--- src/rtl/core/set_assoc_cache_lru_sim_unit_defines.svh ---
// Assertion macros for the set-associative cache simulator.
// Used by the top level only; needs nothing else.
`ifndef SET_ASSOC_CACHE_LRU_SIM_UNIT_DEFINES_SVH
`define SET_ASSOC_CACHE_LRU_SIM_UNIT_DEFINES_SVH

// The consequent must hold in the same cycle as the antecedent.
`define SACL_ASSERT_IMP(label, clk, rst_n, ante, cons) \
    label: assert property (@(posedge clk) disable iff (!rst_n) (ante) |-> (cons)) \
        else $error("sacl: same-cycle check failed");

// The consequent must hold in the cycle after the antecedent.
`define SACL_ASSERT_NXT(label, clk, rst_n, ante, cons) \
    label: assert property (@(posedge clk) disable iff (!rst_n) (ante) |=> (cons)) \
        else $error("sacl: next-cycle check failed");

`endif

--- src/rtl/core/sacl_pkg.sv ---
// Shared types and constants for the set-associative cache simulator.
// Depends on nothing; the channels, controller, datapath and top level import it.
`default_nettype none

package sacl_pkg;

    localparam int MAX_SET_BITS_DEF = 6;
    localparam int WAYS_DEF         = 4;

    localparam int MODE_W     = 2;
    localparam int ADDR_W     = 64;
    localparam int TAG_W      = 35;
    localparam int STAMP_W    = 64;
    localparam int TOTAL_W    = 32;
    localparam int CFG_IDX_W  = 2;
    localparam int CFG_DATA_W = 6;
    localparam int SB_W       = 5;
    localparam int SHIFT_W    = 7;

    localparam logic [TOTAL_W-1:0] TOTAL_MAX = 32'hffff_ffff;
    localparam logic [STAMP_W-1:0] STAMP_RESET = 64'd1;

    typedef enum logic [MODE_W-1:0] {
        MODE_LOAD   = 2'd0,
        MODE_STORE  = 2'd1,
        MODE_MODIFY = 2'd2,
        MODE_NONE   = 2'd3
    } mode_t;

    typedef enum logic [CFG_IDX_W-1:0] {
        CFG_SET_BITS    = 2'd0,
        CFG_BLOCK_BITS  = 2'd1,
        CFG_WAYS_IN_USE = 2'd2,
        CFG_UNUSED      = 2'd3
    } cfg_index_t;

    typedef struct packed {
        logic                valid;
        logic [TAG_W-1:0]    tag;
        logic [STAMP_W-1:0]  stamp;
    } line_t;

    typedef struct packed {
        logic clear_step;
        logic load_item;
        logic read_row;
        logic match;
        logic scan_step;
        logic fill;
        logic second;
        logic write_back;
        logic emit;
    } cmd_t;

    typedef struct packed {
        logic clear_done;
        logic hit;
        logic single_way;
        logic scan_last;
        logic is_modify;
        logic no_access;
    } status_t;

endpackage

`default_nettype wire

--- src/rtl/core/sacl_controller.sv ---
// State machine that sequences the lookup, victim search and write-back of one access.
// Depends on sacl_pkg for the command and status structs.
`default_nettype none

module sacl_controller (
    input  logic              clk,
    input  logic              rst_n,
    input  sacl_pkg::status_t status,
    input  logic              item_valid,
    output logic              item_ready,
    input  logic              result_ready,
    output logic              result_valid,
    output sacl_pkg::cmd_t    cmd
);
    import sacl_pkg::*;

    typedef enum logic [7:0] {
        ST_CLEAR  = 8'b0000_0001,
        ST_IDLE   = 8'b0000_0010,
        ST_READ   = 8'b0000_0100,
        ST_MATCH  = 8'b0000_1000,
        ST_SCAN   = 8'b0001_0000,
        ST_FILL   = 8'b0010_0000,
        ST_SECOND = 8'b0100_0000,
        ST_WRITE  = 8'b1000_0000
    } state_t;

    state_t state_reg;
    state_t state_next;
    logic   result_valid_reg;
    logic   result_valid_next;

    always_comb
    begin
        state_next = state_reg;
        cmd        = '0;
        item_ready = 1'b0;
        unique case (state_reg)
            ST_CLEAR:
            begin
                cmd.clear_step = 1'b1;
                if (status.clear_done)
                begin
                    state_next = ST_IDLE;
                end
            end
            ST_IDLE:
            begin
                item_ready = 1'b1;
                if (item_valid)
                begin
                    cmd.load_item = 1'b1;
                    state_next    = ST_READ;
                end
            end
            ST_READ:
            begin
                cmd.read_row = 1'b1;
                state_next   = ST_MATCH;
            end
            ST_MATCH:
            begin
                cmd.match = 1'b1;
                priority if (status.no_access)
                begin
                    state_next = ST_WRITE;
                end
                else if (status.hit)
                begin
                    state_next = status.is_modify ? ST_SECOND : ST_WRITE;
                end
                else if (status.single_way)
                begin
                    state_next = ST_FILL;
                end
                else
                begin
                    state_next = ST_SCAN;
                end
            end
            ST_SCAN:
            begin
                cmd.scan_step = 1'b1;
                if (status.scan_last)
                begin
                    state_next = ST_FILL;
                end
            end
            ST_FILL:
            begin
                cmd.fill   = 1'b1;
                state_next = status.is_modify ? ST_SECOND : ST_WRITE;
            end
            ST_SECOND:
            begin
                cmd.second = 1'b1;
                state_next = ST_WRITE;
            end
            ST_WRITE:
            begin
                cmd.write_back = 1'b1;
                if (!result_valid_reg || result_ready)
                begin
                    cmd.emit   = 1'b1;
                    state_next = ST_IDLE;
                end
            end
            default:
            begin
                state_next = ST_IDLE;
            end
        endcase
    end

    always_comb
    begin
        priority if (cmd.emit)
        begin
            result_valid_next = 1'b1;
        end
        else if (result_ready)
        begin
            result_valid_next = 1'b0;
        end
        else
        begin
            result_valid_next = result_valid_reg;
        end
    end

    always_ff @(posedge clk or negedge rst_n)
    begin
        if (!rst_n)
        begin
            state_reg        <= ST_CLEAR;
            result_valid_reg <= 1'b0;
        end
        else
        begin
            state_reg        <= state_next;
            result_valid_reg <= result_valid_next;
        end
    end

    assign result_valid = result_valid_reg;

endmodule

`default_nettype wire

--- config.mk ---
export PLATFORM = sky130hd
export DESIGN_NAME = sacl_controller
export DESIGN_NICKNAME = d
export VERILOG_FILES = /design/src/rtl/core/set_assoc_cache_lru_sim_unit_defines.svh /design/src/rtl/core/sacl_pkg.sv /design/src/rtl/core/sacl_controller.sv
export SDC_FILE = /design/constraint.sdc
export NUM_CORES = 1
export LEC_CHECK = 0
export BUFFER_PORTS_ARGS = -buffer_cell sky130_fd_sc_hd__buf_2
export CAP_MARGIN = 20
export CORE_AREA = 2 2 39 41
export CTS_BUF_LIST = sky130_fd_sc_hd__clkbuf_2 sky130_fd_sc_hd__clkbuf_4 sky130_fd_sc_hd__clkbuf_8
export CTS_CLUSTER_DIAMETER = 80
export CTS_CLUSTER_SIZE = 25
export DETAILED_ROUTE_END_ITERATION = 8
export DIE_AREA = 0 0 41 43
export GPL_ROUTABILITY_DRIVEN = 0
export PLACE_DENSITY = 0.78
export RECOVER_POWER = 25
export SKIP_LAST_GASP = 1
export SLEW_MARGIN = 20
export SYNTH_ARGS = -nofsm -noshare
export SYNTH_HDL_FRONTEND = slang
export SYNTH_SLANG_ARGS = --single-unit
export TNS_END_PERCENT = 1
--- constraint.sdc ---
create_clock -name clk -period 5.4 [get_ports clk]
set_input_delay 0.81 -clock clk [delete_from_list [all_inputs] [get_ports clk]]
set_output_delay 0.81 -clock clk [all_outputs]
set_load 0.1 [all_outputs]
Yosys cells after proc, flatten, opt, wreduce, memory -nomap -nowiden
Index checks and enable logic that the tools add are counted.
{"block": "classes", "n_eq_ne": 12, "reduce_logical": 4, "muxes": 22}
{"op": "8-bit one-hot mux with 8 select lines", "n": 1}
{"op": "8-bit 2-to-1 mux", "n": 7}
{"op": "1-bit 2-to-1 mux", "n": 12}
{"op": "8-bit by 1-bit equality test with 1-bit output (second input constant)", "n": 1}
{"op": "8-bit by 2-bit equality test with 1-bit output (second input constant)", "n": 1}
{"op": "8-bit by 3-bit equality test with 1-bit output (second input constant)", "n": 1}
{"op": "8-bit by 4-bit equality test with 1-bit output (second input constant)", "n": 1}
{"op": "8-bit by 5-bit equality test with 1-bit output (second input constant)", "n": 1}
{"op": "8-bit by 6-bit equality test with 1-bit output (second input constant)", "n": 1}
{"op": "8-bit by 7-bit equality test with 1-bit output (second input constant)", "n": 1}
{"op": "8-bit equality test (second input constant)", "n": 1}
{"op": "2-bit inequality test (second input constant)", "n": 4}
{"op": "6-bit 2-to-1 mux", "n": 1}
{"op": "4-bit AND reduction", "n": 1}
{"op": "2-bit 2-to-1 mux", "n": 1}
{"op": "2-bit nonzero test", "n": 1}
{"op": "1-bit logical NOT", "n": 1}
{"op": "1-bit logical OR", "n": 1}
{"block": "totals", "elab_cells": 40, "regBits": 9, "in_bits": 10}

Longest topological paths before layout
Gate-level depths: netlist (run 1).
{"block": "depth", "depth_word": 5, "ltp_mapped": 6}

Worst setup path after synthesis (run 1)
No wires, ideal clock.
{"block": "synth_path", "path_kind": "register -> output", "startpoint": "reg state_reg[3]", "endpoint": "out cmd[7] in the netlist's numbering", "stages_incl_launch_ff": 6, "slack_ns": 1.449, "arrival_ns": 3.141, "required_ns": 4.590, "path_cell_list": "dfrtp_1 > buf_4 > nor4_4 > nand2_1 > nor3b_2 > and2_1"}
{"item": "from (decl)", "line": "sacl_controller.sv:28", "rtl": "state_t state_reg;"}
{"item": "from (signal assigned)", "line": "sacl_controller.sv:140", "rtl": "state_reg <= state_next;"}
{"item": "to (decl)", "line": "sacl_controller.sv:13", "rtl": "output sacl_pkg::cmd_t cmd"}

==> results of run 1 <==
-- kinds of logic after synthesis --
| group | after synthesis | share of synthesized area [%] |
|---|---|---|
| xor gates and xnor gates | 3 | 3.96 |
| buffers and inverters | 11 | 7.74 |
| DFF | 9 | 34.2 |
| AOI/OAI and AO/OA | 15 | 15.9 |
| muxes | 1 | 1.70 |
| and+or+nand+nor | 32 | 36.6 |
-- power by group --
part	switching, mW	internal, mW
logic	0.165	0.0694
registers	0.0291	0.0790
clock network	0.0236	0.0335
total	0.218	0.182
-- cell type report --
type                       count  area, um2  area share, %
multi-input combinational     51        385           49.0
sequential                     9        226           28.8
timing repair buffer          20       98.8           12.6
clock buffer                   4       30.0           3.82
inverter                       7       26.3           3.34
tap                           16       20.0           2.54
-- path summary, 6_finish.rpt --
| path | to | cells after the start | slack (ns) |
|---|---|---|---|
| min in group clk | result_valid$_DFFE_PN0P_ | 2 | 0.59 |
| max | cmd[0] | 5 | 2.48 |
| min reg2reg | result_valid$_DFFE_PN0P_ | 2 | 0.59 |
| max reg2reg | state_reg[1]$_DFFE_PN0P_ | 4 | 3.71 |
| max in group asynchronous | state_reg[0]$_DFFE_PN1P_ | 1 | 4.56 |
| min | state_reg[4]$_DFFE_PN0P_ | 1 | 0.48 |
-- cells in the mapped netlist, drive strengths merged (2+ instances only) --
library cell,number
o211ai,2
dfrtp,8
buf,4
nor2,5
nor4,3
nand2,6
nor3b,5
inv,7
a21oi,4
and4b,3
and2,2
o21ai,4
xor2,3
-- worst max-delay path, stage by stage (launching register included) --
cell and delay, ns:
dfrtp_1 0.49, nor4_4 0.39, nand2_2 0.11, or3_4 0.35, a21oi_2 0.10, buf_2 0.43
-- layer usage --
layer | GRT usage (%) | vias up | share of wire [%]
met5 | 0 | - | 0
met3 | 7.85 | 2 | 6.9
li1 | - | 298 | -
met2 | 31.3 | 25 | 49
met1 | 23.7 | 276 | 44
met4 | 6.00 | 0 | 0.15
==> impl_metrics.tcl, run 1 <==
set metrics [dict create \
    status "completed" \
    rr_startpoint "state_reg[6]$_DFFE_PN0P_" \
    leakage_nw 0.402 \
    p_per_area_nw_per_um2 507 \
    stdcell_count 107 \
    hold_viol_final 0 \
    final_cell_mix "buf_2, dfrtp_1, inv_1, nor2_1, nand2_1" \
    finClkSkew_ns 0.00710 \
    crit_type "reg -> out" \
    hold_ws_ns 0.479 \
    antenna_found_initial 0 \
    drtIter0Drc 6 \
    drc_errors 0 \
    clock_latency_ns 0.26 \
    fin_area_um2 787 \
    cts_resized 0 \
    drv_cap 0 \
    largest_reg_flops 8 \
    start_util_pct 47.9 \
    cts_tree "yes" \
    setup_ws_ns 2.48 \
    overflow 0 \
    finalPower_mw 0.399 \
    drive_gt1_share_pct 36.3 \
    h-tree-depth 1 \
    synth.area.top_cells "dfrtp_1, nor4_4, and4b_1" \
    synth-edff-count 0 \
    min_path_type "in -> async" \
    drv_slew 0 \
    wl_per_cell_um 12.8 \
    final_core_utilization_pct 56.9 \
    cts_hold_buf 0 \
    synth.avg_cell_area_um2 9.34 \
    areaGrowthSynthToFinish_pct 18.7 \
    yosys.area.top_type "dfrtp_1" \
    rsz0062_at_grt "no" \
    vdd_drop_max_mv 0.452 \
    syn_area_um2 663 \
    cts_sinks 9 \
    fin_setup_tns_ns 0 \
    dp_cells 103 \
    track_usage_pct 19.8 \
    ant_nets 0 \
    min_period_ns 2.92 \
    vias_per_cell 5.62 \
    numCtsBuffers 3 \
    setup_viol 0 \
    grt_first_pass_wirelength_um 2260 \
    hpwlAfterDp_um 1080 \
    fin_nets 102 \
    die_area_um2 1760 \
    startpoint "state_reg[3]$_DFFE_PN0P_" \
    core_area_um2 1380 \
    synth_top_area_share_pct 30.2 \
    final_common_cell "buf_2" \
    fp.dieH_um 43 \
    startpoint_type "flop" \
    synthCells 71 \
    fmax_mhz 342 \
    synth-seq-area-share_pct 34.2 \
    period_share_pct 54.1 \
    synthDistinctLibCells 34 \
    ys_async_sr_fraction_pct 100 \
    clk_path_buf_depth 2 \
    ys_seq_elements 9 \
    portBuffers 20 \
    pre_cts_slack_ns 2.75 \
    clk_pin_slew_worst_paths_ns 0.06 \
    maxSlewHeadroom_pct 66.7 \
    crit_path_end_kind "output pin" \
    grt_pass1_vias 527 \
    die_w_um 41 \
    worstPathRequired_ns 4.59 \
    arrival_ns 2.11 \
    yosysWarnings 0 \
    routed_wl_um 1370 \
    antenna_cells 0 \
    grt_start_max_net_pins 10 \
    post-cts-setup-buffer-count 0 \
    fill_cells 139 \
    syn-num-nets 81 \
    path_max_fanout 9 \
    ys.flop_type "dfrtp_1" \
    worstMarginPinSlew_ns 0.499 \
    dr.pass1.iters 4 \
    rows 14 \
    num_io_pins 21 \
    dr_total_vias 601 \
    place_area_um2 758 \
    root_buffer "clkbuf_4" \
]
Power figures use the tool's default switching activity.
==> run 2, diff against run 1 <==
Settings changed: CORE_AREA 2 2 39 41 to default, CORE_UTILIZATION from default to 51, DIE_AREA 0 0 41 43 to default, PLACE_DENSITY 0.78 to 0.8.
Clock period 5.4 ns to 2.7 ns, I/O delays scaled along.
==> impl_metrics.tcl, run 2 (same netlist as run 1, synthesis figures left out) <==
set metrics [dict create \
    startpoint_type "flop" \
    clk_path_buf_depth 2 \
    leakage_nw 0.409 \
    final_core_utilization_pct 69.7 \
    routed_wl_um 1380 \
    rsz0062_at_grt "no" \
    clk_pin_slew_worst_paths_ns 0.07 \
    cts_resized 0 \
    track_usage_pct 23.6 \
    finClkSkew_ns 0.0119 \
    path_max_fanout 9 \
    hold_viol_final 0 \
    num_io_pins 21 \
    hold_depth 2 \
    power_switching_mw 0.443 \
    fin_nets 103 \
    startpoint "state_reg[2]$_DFFE_PN0P_" \
    vdd_drop_max_mv 1.01 \
    grt_first_pass_wirelength_um 2250 \
    p_sw_share_pct 54.2 \
    p_int_mw 0.374 \
    pwr-share-clk_pct 14.5 \
    start_util_pct 57.4 \
    clock_latency_ns 0.27 \
    maxSlewHeadroom_pct 67.0 \
    stdcell_count 106 \
    multi_input_area_um2 397 \
    seqCellArea_um2 226 \
    fp.dieH_um 38.1 \
    areaGrowthSynthToFinish_pct 21.5 \
    portBuffers 20 \
    die_area_um2 1450 \
    arrival_ns 2.16 \
    antenna_cells 0 \
    grt_start_max_net_pins 10 \
    core_area_um2 1160 \
    rows 12 \
    final_cell_mix "buf_2, dfrtp_1, inv_1, nor2_1, nand2_1" \
    reg2reg_depth 4 \
    dr_total_vias 579 \
    grt_pass1_vias 504 \
    worstPathRequired_ns 2.30 \
    dp_cells 101 \
    fmax_mhz 390 \
    p_per_area_nw_per_um2 1010 \
    hold_ws_ns 0.263 \
    dr.pass1.iters 4 \
    overflow 0 \
    min_path_type "in -> reg" \
    wl_per_cell_um 13.1 \
    drv_slew 0 \
    cts_tree "yes" \
    vias_per_cell 5.46 \
    antenna_found_initial 0 \
    rr_startpoint "state_reg[6]$_DFFE_PN0P_" \
    drv_cap 0 \
    hpwlAfterDp_um 1070 \
    root_buffer "clkbuf_4" \
    hp-start "status[5]" \
    setup_viol 0 \
    die_w_um 38.1 \
    status "completed" \
    fill_cells 91 \
    min_period_ns 2.56 \
    worstMarginPinSlew_ns 0.495 \
    cts_sinks 9 \
    combPwrFrac_pct 58.9 \
    final_common_cell "buf_2" \
    h-tree-depth 1 \
    crit_path_end_kind "output pin" \
    largest_reg_flops 8 \
    drive_gt1_share_pct 37.0 \
    pwr-share-seq_pct 26.5 \
    crit_type "reg -> out" \
    drtIter0Drc 8 \
    drc_errors 0 \
    ant_nets 0 \
    numCtsBuffers 3 \
    period_share_pct 94.9 \
]
## run 2: cell types whose count changed in the layout (fill, tap and decap cells not counted)
cell / delta
dlygate4sd3_1: +1
nor3b_1: -1
nor3b_4: +1
## run 2: routing by layer
layer / part of all wire, % / track usage (%) / vias to the layer above / wire, um
met1: 46 / 30.8 / 250 / 633
met3: 6.7 / 6.98 / 2 / 93
met2: 46 / 35.6 / 30 / 635
met4: 1.5 / 10.7 / 0 / 21
met5: 0 / 0 / - / 0
li1: - / - / 297 / -
## run 2: timing repair
action,in CTS,in global routing
setup endpoints to repair,0,0
hold buffers,1,0
hold endpoints to repair,8,0
buffers inserted,0,0
## run 2: area by class of cell
class,count,share of cell area [%]
multi-input combinational,51,49.2
sequential,9,28.1
timing repair buffer,21,13.5
clock buffer,4,3.73
inverter,7,3.26
tap,14,2.17
## run 2: through the flow
step	setup slack [ns]	instance area [um2]	setup TNS (ns)	total power, mW
floorplan	-0.458	674	-0.458	0.640
global placement	0.482	767	0	0.696
detailed placement	0.435	767	0	0.697
CTS	0.131	807	0	0.824
global route	0.0172	806	0	0.868
finish	0.138	806	0	0.817
## run 2: final timing paths
path	end	slack [ns]
setup reg to reg	state_reg[1]$_DFFE_PN0P_	1.01
hold reg to reg	state_reg[6]$_DFFE_PN0P_	0.62
min in group asynchronous	state_reg[7]$_DFFE_PN0P_	0.60
hold / removal	state_reg[0]$_DFFE_PN1P_	0.26
setup / recovery	cmd[0]	0.14
max in group asynchronous	state_reg[0]$_DFFE_PN1P_	1.75
## run 2: power by group through the flow
stage,combinational [mW],sequential (mW),clock [mW]
6_report,0.481,0.217,0.119
5_1_grt,0.512,0.223,0.132
4_1_cts,0.484,0.216,0.124
3_5_place_dp,0.480,0.218,0
3_3_place_gp,0.478,0.217,0
2_1_floorplan,0.446,0.194,0
## run 2: critical path, cell delays in order, from the launching register on
cell,delay [ns]
dfrtp_1,0.47
nor4_4,0.40
nand2_2,0.13
or3_4,0.36
a21oi_2,0.10
buf_2,0.43
==> run 3, diff against run 2 <==
Clock period 2.7 ns to 2.6 ns, I/O delays scaled along.
==> impl_metrics.tcl, run 3 (same netlist as run 1, synthesis figures left out) <==
set metrics [dict create \
    status "completed" \
    slowest_delay_ns 0.48 \
    path_cells "nor4_4, nand2_2, or3_4, inv_1, buf_2" \
    r2r_setup_slack_ns 0.93 \
    grt_pass1_vias 502 \
    final_cell_mix "buf_2, dfrtp_1, inv_1, nor2_1, nand2_1" \
    grt_first_pass_wirelength_um 2200 \
    reg2reg_to "state_reg[1]$_DFFE_PN0P_" \
    dr.pass1.iters 4 \
    arrival_ns 2.11 \
    leakage_nw 0.407 \
    drtIter0Drc 5 \
    seqCellArea_um2 226 \
    multi_input_area_um2 397 \
    drc_errors 0 \
    ant_nets 0 \
    track_usage_pct 23.2 \
    min_path_type "in -> reg" \
    die_w_um 38.1 \
    core_area_um2 1160 \
    rows 12 \
    clock_latency_ns 0.27 \
    worstPathRequired_ns 2.21 \
    dr_total_vias 603 \
    drive_gt1_share_pct 37.0 \
    drv_cap 0 \
    fp.dieH_um 38.1 \
    drv_slew 0 \
    start_util_pct 57.4 \
    fin_setup_tns_ns 0 \
    final_core_utilization_pct 69.7 \
    antenna_found_initial 0 \
    areaGrowthSynthToFinish_pct 21.5 \
    pwr-share-clk_pct 13.4 \
    portBuffers 20 \
    vdd_drop_max_mv 1.11 \
    vias_per_cell 5.69 \
    clk_path_buf_depth 2 \
    rr_startpoint "state_reg[6]$_DFFE_PN0P_" \
    overflow 0 \
    pwr-share-seq_pct 26.9 \
    final_common_cell "buf_2" \
    path_max_fanout 9 \
    cts_sinks 9 \
    num_io_pins 21 \
    p_sw_share_pct 55.1 \
    startpoint_type "flop" \
    fill_cells 93 \
    cp_top_family "simple AND/OR/NAND/NOR gates" \
    hpwlAfterDp_um 1070 \
    period_share_pct 96.2 \
    stdcell_count 106 \
    p_per_area_nw_per_um2 1040 \
    fin_nets 103 \
    crit_path_end_kind "output pin" \
    hold_ws_ns 0.265 \
    min_period_ns 2.50 \
    crit_type "reg -> out" \
    finalPower_mw 0.838 \
    crit_slowest_cell "dfrtp_1" \
    post-cts-setup-buffer-count 0 \
    hold_viol_final 0 \
    h-tree-depth 1 \
    root_buffer "clkbuf_4" \
    finClkSkew_ns 0.00371 \
    p_int_mw 0.376 \
    rsz0062_at_grt "yes" \
    power_switching_mw 0.462 \
    fmax_mhz 400 \
    antenna_cells 0 \
    setup_viol 0 \
    dp_cells 101 \
    largest_reg_flops 8 \
    worstMarginPinSlew_ns 0.489 \
    clk_pin_slew_worst_paths_ns 0.07 \
    cts_tree "yes" \
    whs_endpoint "state_reg[0]$_DFFE_PN1P_" \
    hold_depth 2 \
    wl_per_cell_um 13.0 \
    maxSlewHeadroom_pct 67.4 \
    die_area_um2 1450 \
    reg2reg_depth 4 \
    cp.buffers_inverters 2 \
    routed_wl_um 1380 \
    hp-start "status[5]" \
    grt_start_max_net_pins 10 \
    combPwrFrac_pct 59.7 \
    numCtsBuffers 3 \
]
==> run 3: cell count changes in the layout (fill, tap and decap cells not counted) <==
cell,change
clkinv_2,+1
buf_2,-1
==> run 3: worst max path at each step <==
stage	start	endpoint	slack (ns)	cells past startpoint
4_1_cts	state_reg[2]$_DFFE_PN0P_	cmd[0]	0.03	5
5_1_grt	state_reg[2]$_DFFE_PN0P_	cmd[7]	-0.03	5
3_5_place_dp	state_reg[2]$_DFFE_PN0P_	cmd[0]	0.34	5
3_3_place_gp	state_reg[2]$_DFFE_PN0P_	cmd[0]	0.40	5
6_report	state_reg[2]$_DFFE_PN0P_	cmd[1]	0.1	5
2_1_floorplan	state_reg[3]$_DFFE_PN0P_	cmd[7]	-0.54	5
==> run 3: timing repair <==
action | in CTS | in global routing
endpoints found under the hold margin | 8 | 0
setup endpoints to repair | 0 | 3
gates resized for setup | 0 | 1
hold buffers | 1 | 0
==> run 3: cell type report <==
type,instances,share of cell area [%]
clock buffers,3,2.80
clock inverters,1,0.621
inverters,7,3.26
multi-input cells,51,49.2
flip-flops and latches,9,28.1
well taps,14,2.17
repair buffers,21,13.8
==> run 3: layer usage <==
metal / up-vias / wire length [um] / GRT usage [%]
li1: 299 / - / -
met1: 275 / 613 / 29.7
met2: 27 / 655 / 35.6
met3: 2 / 99 / 6.98
met4: 0 / 8 / 10.7
met5: - / 0 / 0
==> run 3: worst reg2reg max path, cell delays in order (launching register included) <==
cell      delay (ns)
dfrtp_1         0.49
nor4_4          0.40
nand2_1         0.16
o211ai_2        0.17
mux2_2          0.34
==> run 3: metrics by stage <==
stage	setup slack [ns]	area [um2]
finish	0.0996	806
detailed placement	0.341	767
global route	-0.0323	806
global placement	0.397	767
CTS	0.0344	805
floorplan	-0.543	674
==> run 3: power groups by stage <==
| stage | clock network, mW | logic (mW) | registers, mW |
|---|---|---|---|
| floorplan | 0 | 0.463 | 0.201 |
| global placement | 0 | 0.497 | 0.226 |
| detailed placement | 0 | 0.500 | 0.227 |
| CTS | 0.117 | 0.503 | 0.225 |
| global route | 0.129 | 0.531 | 0.232 |
| finish | 0.112 | 0.501 | 0.225 |
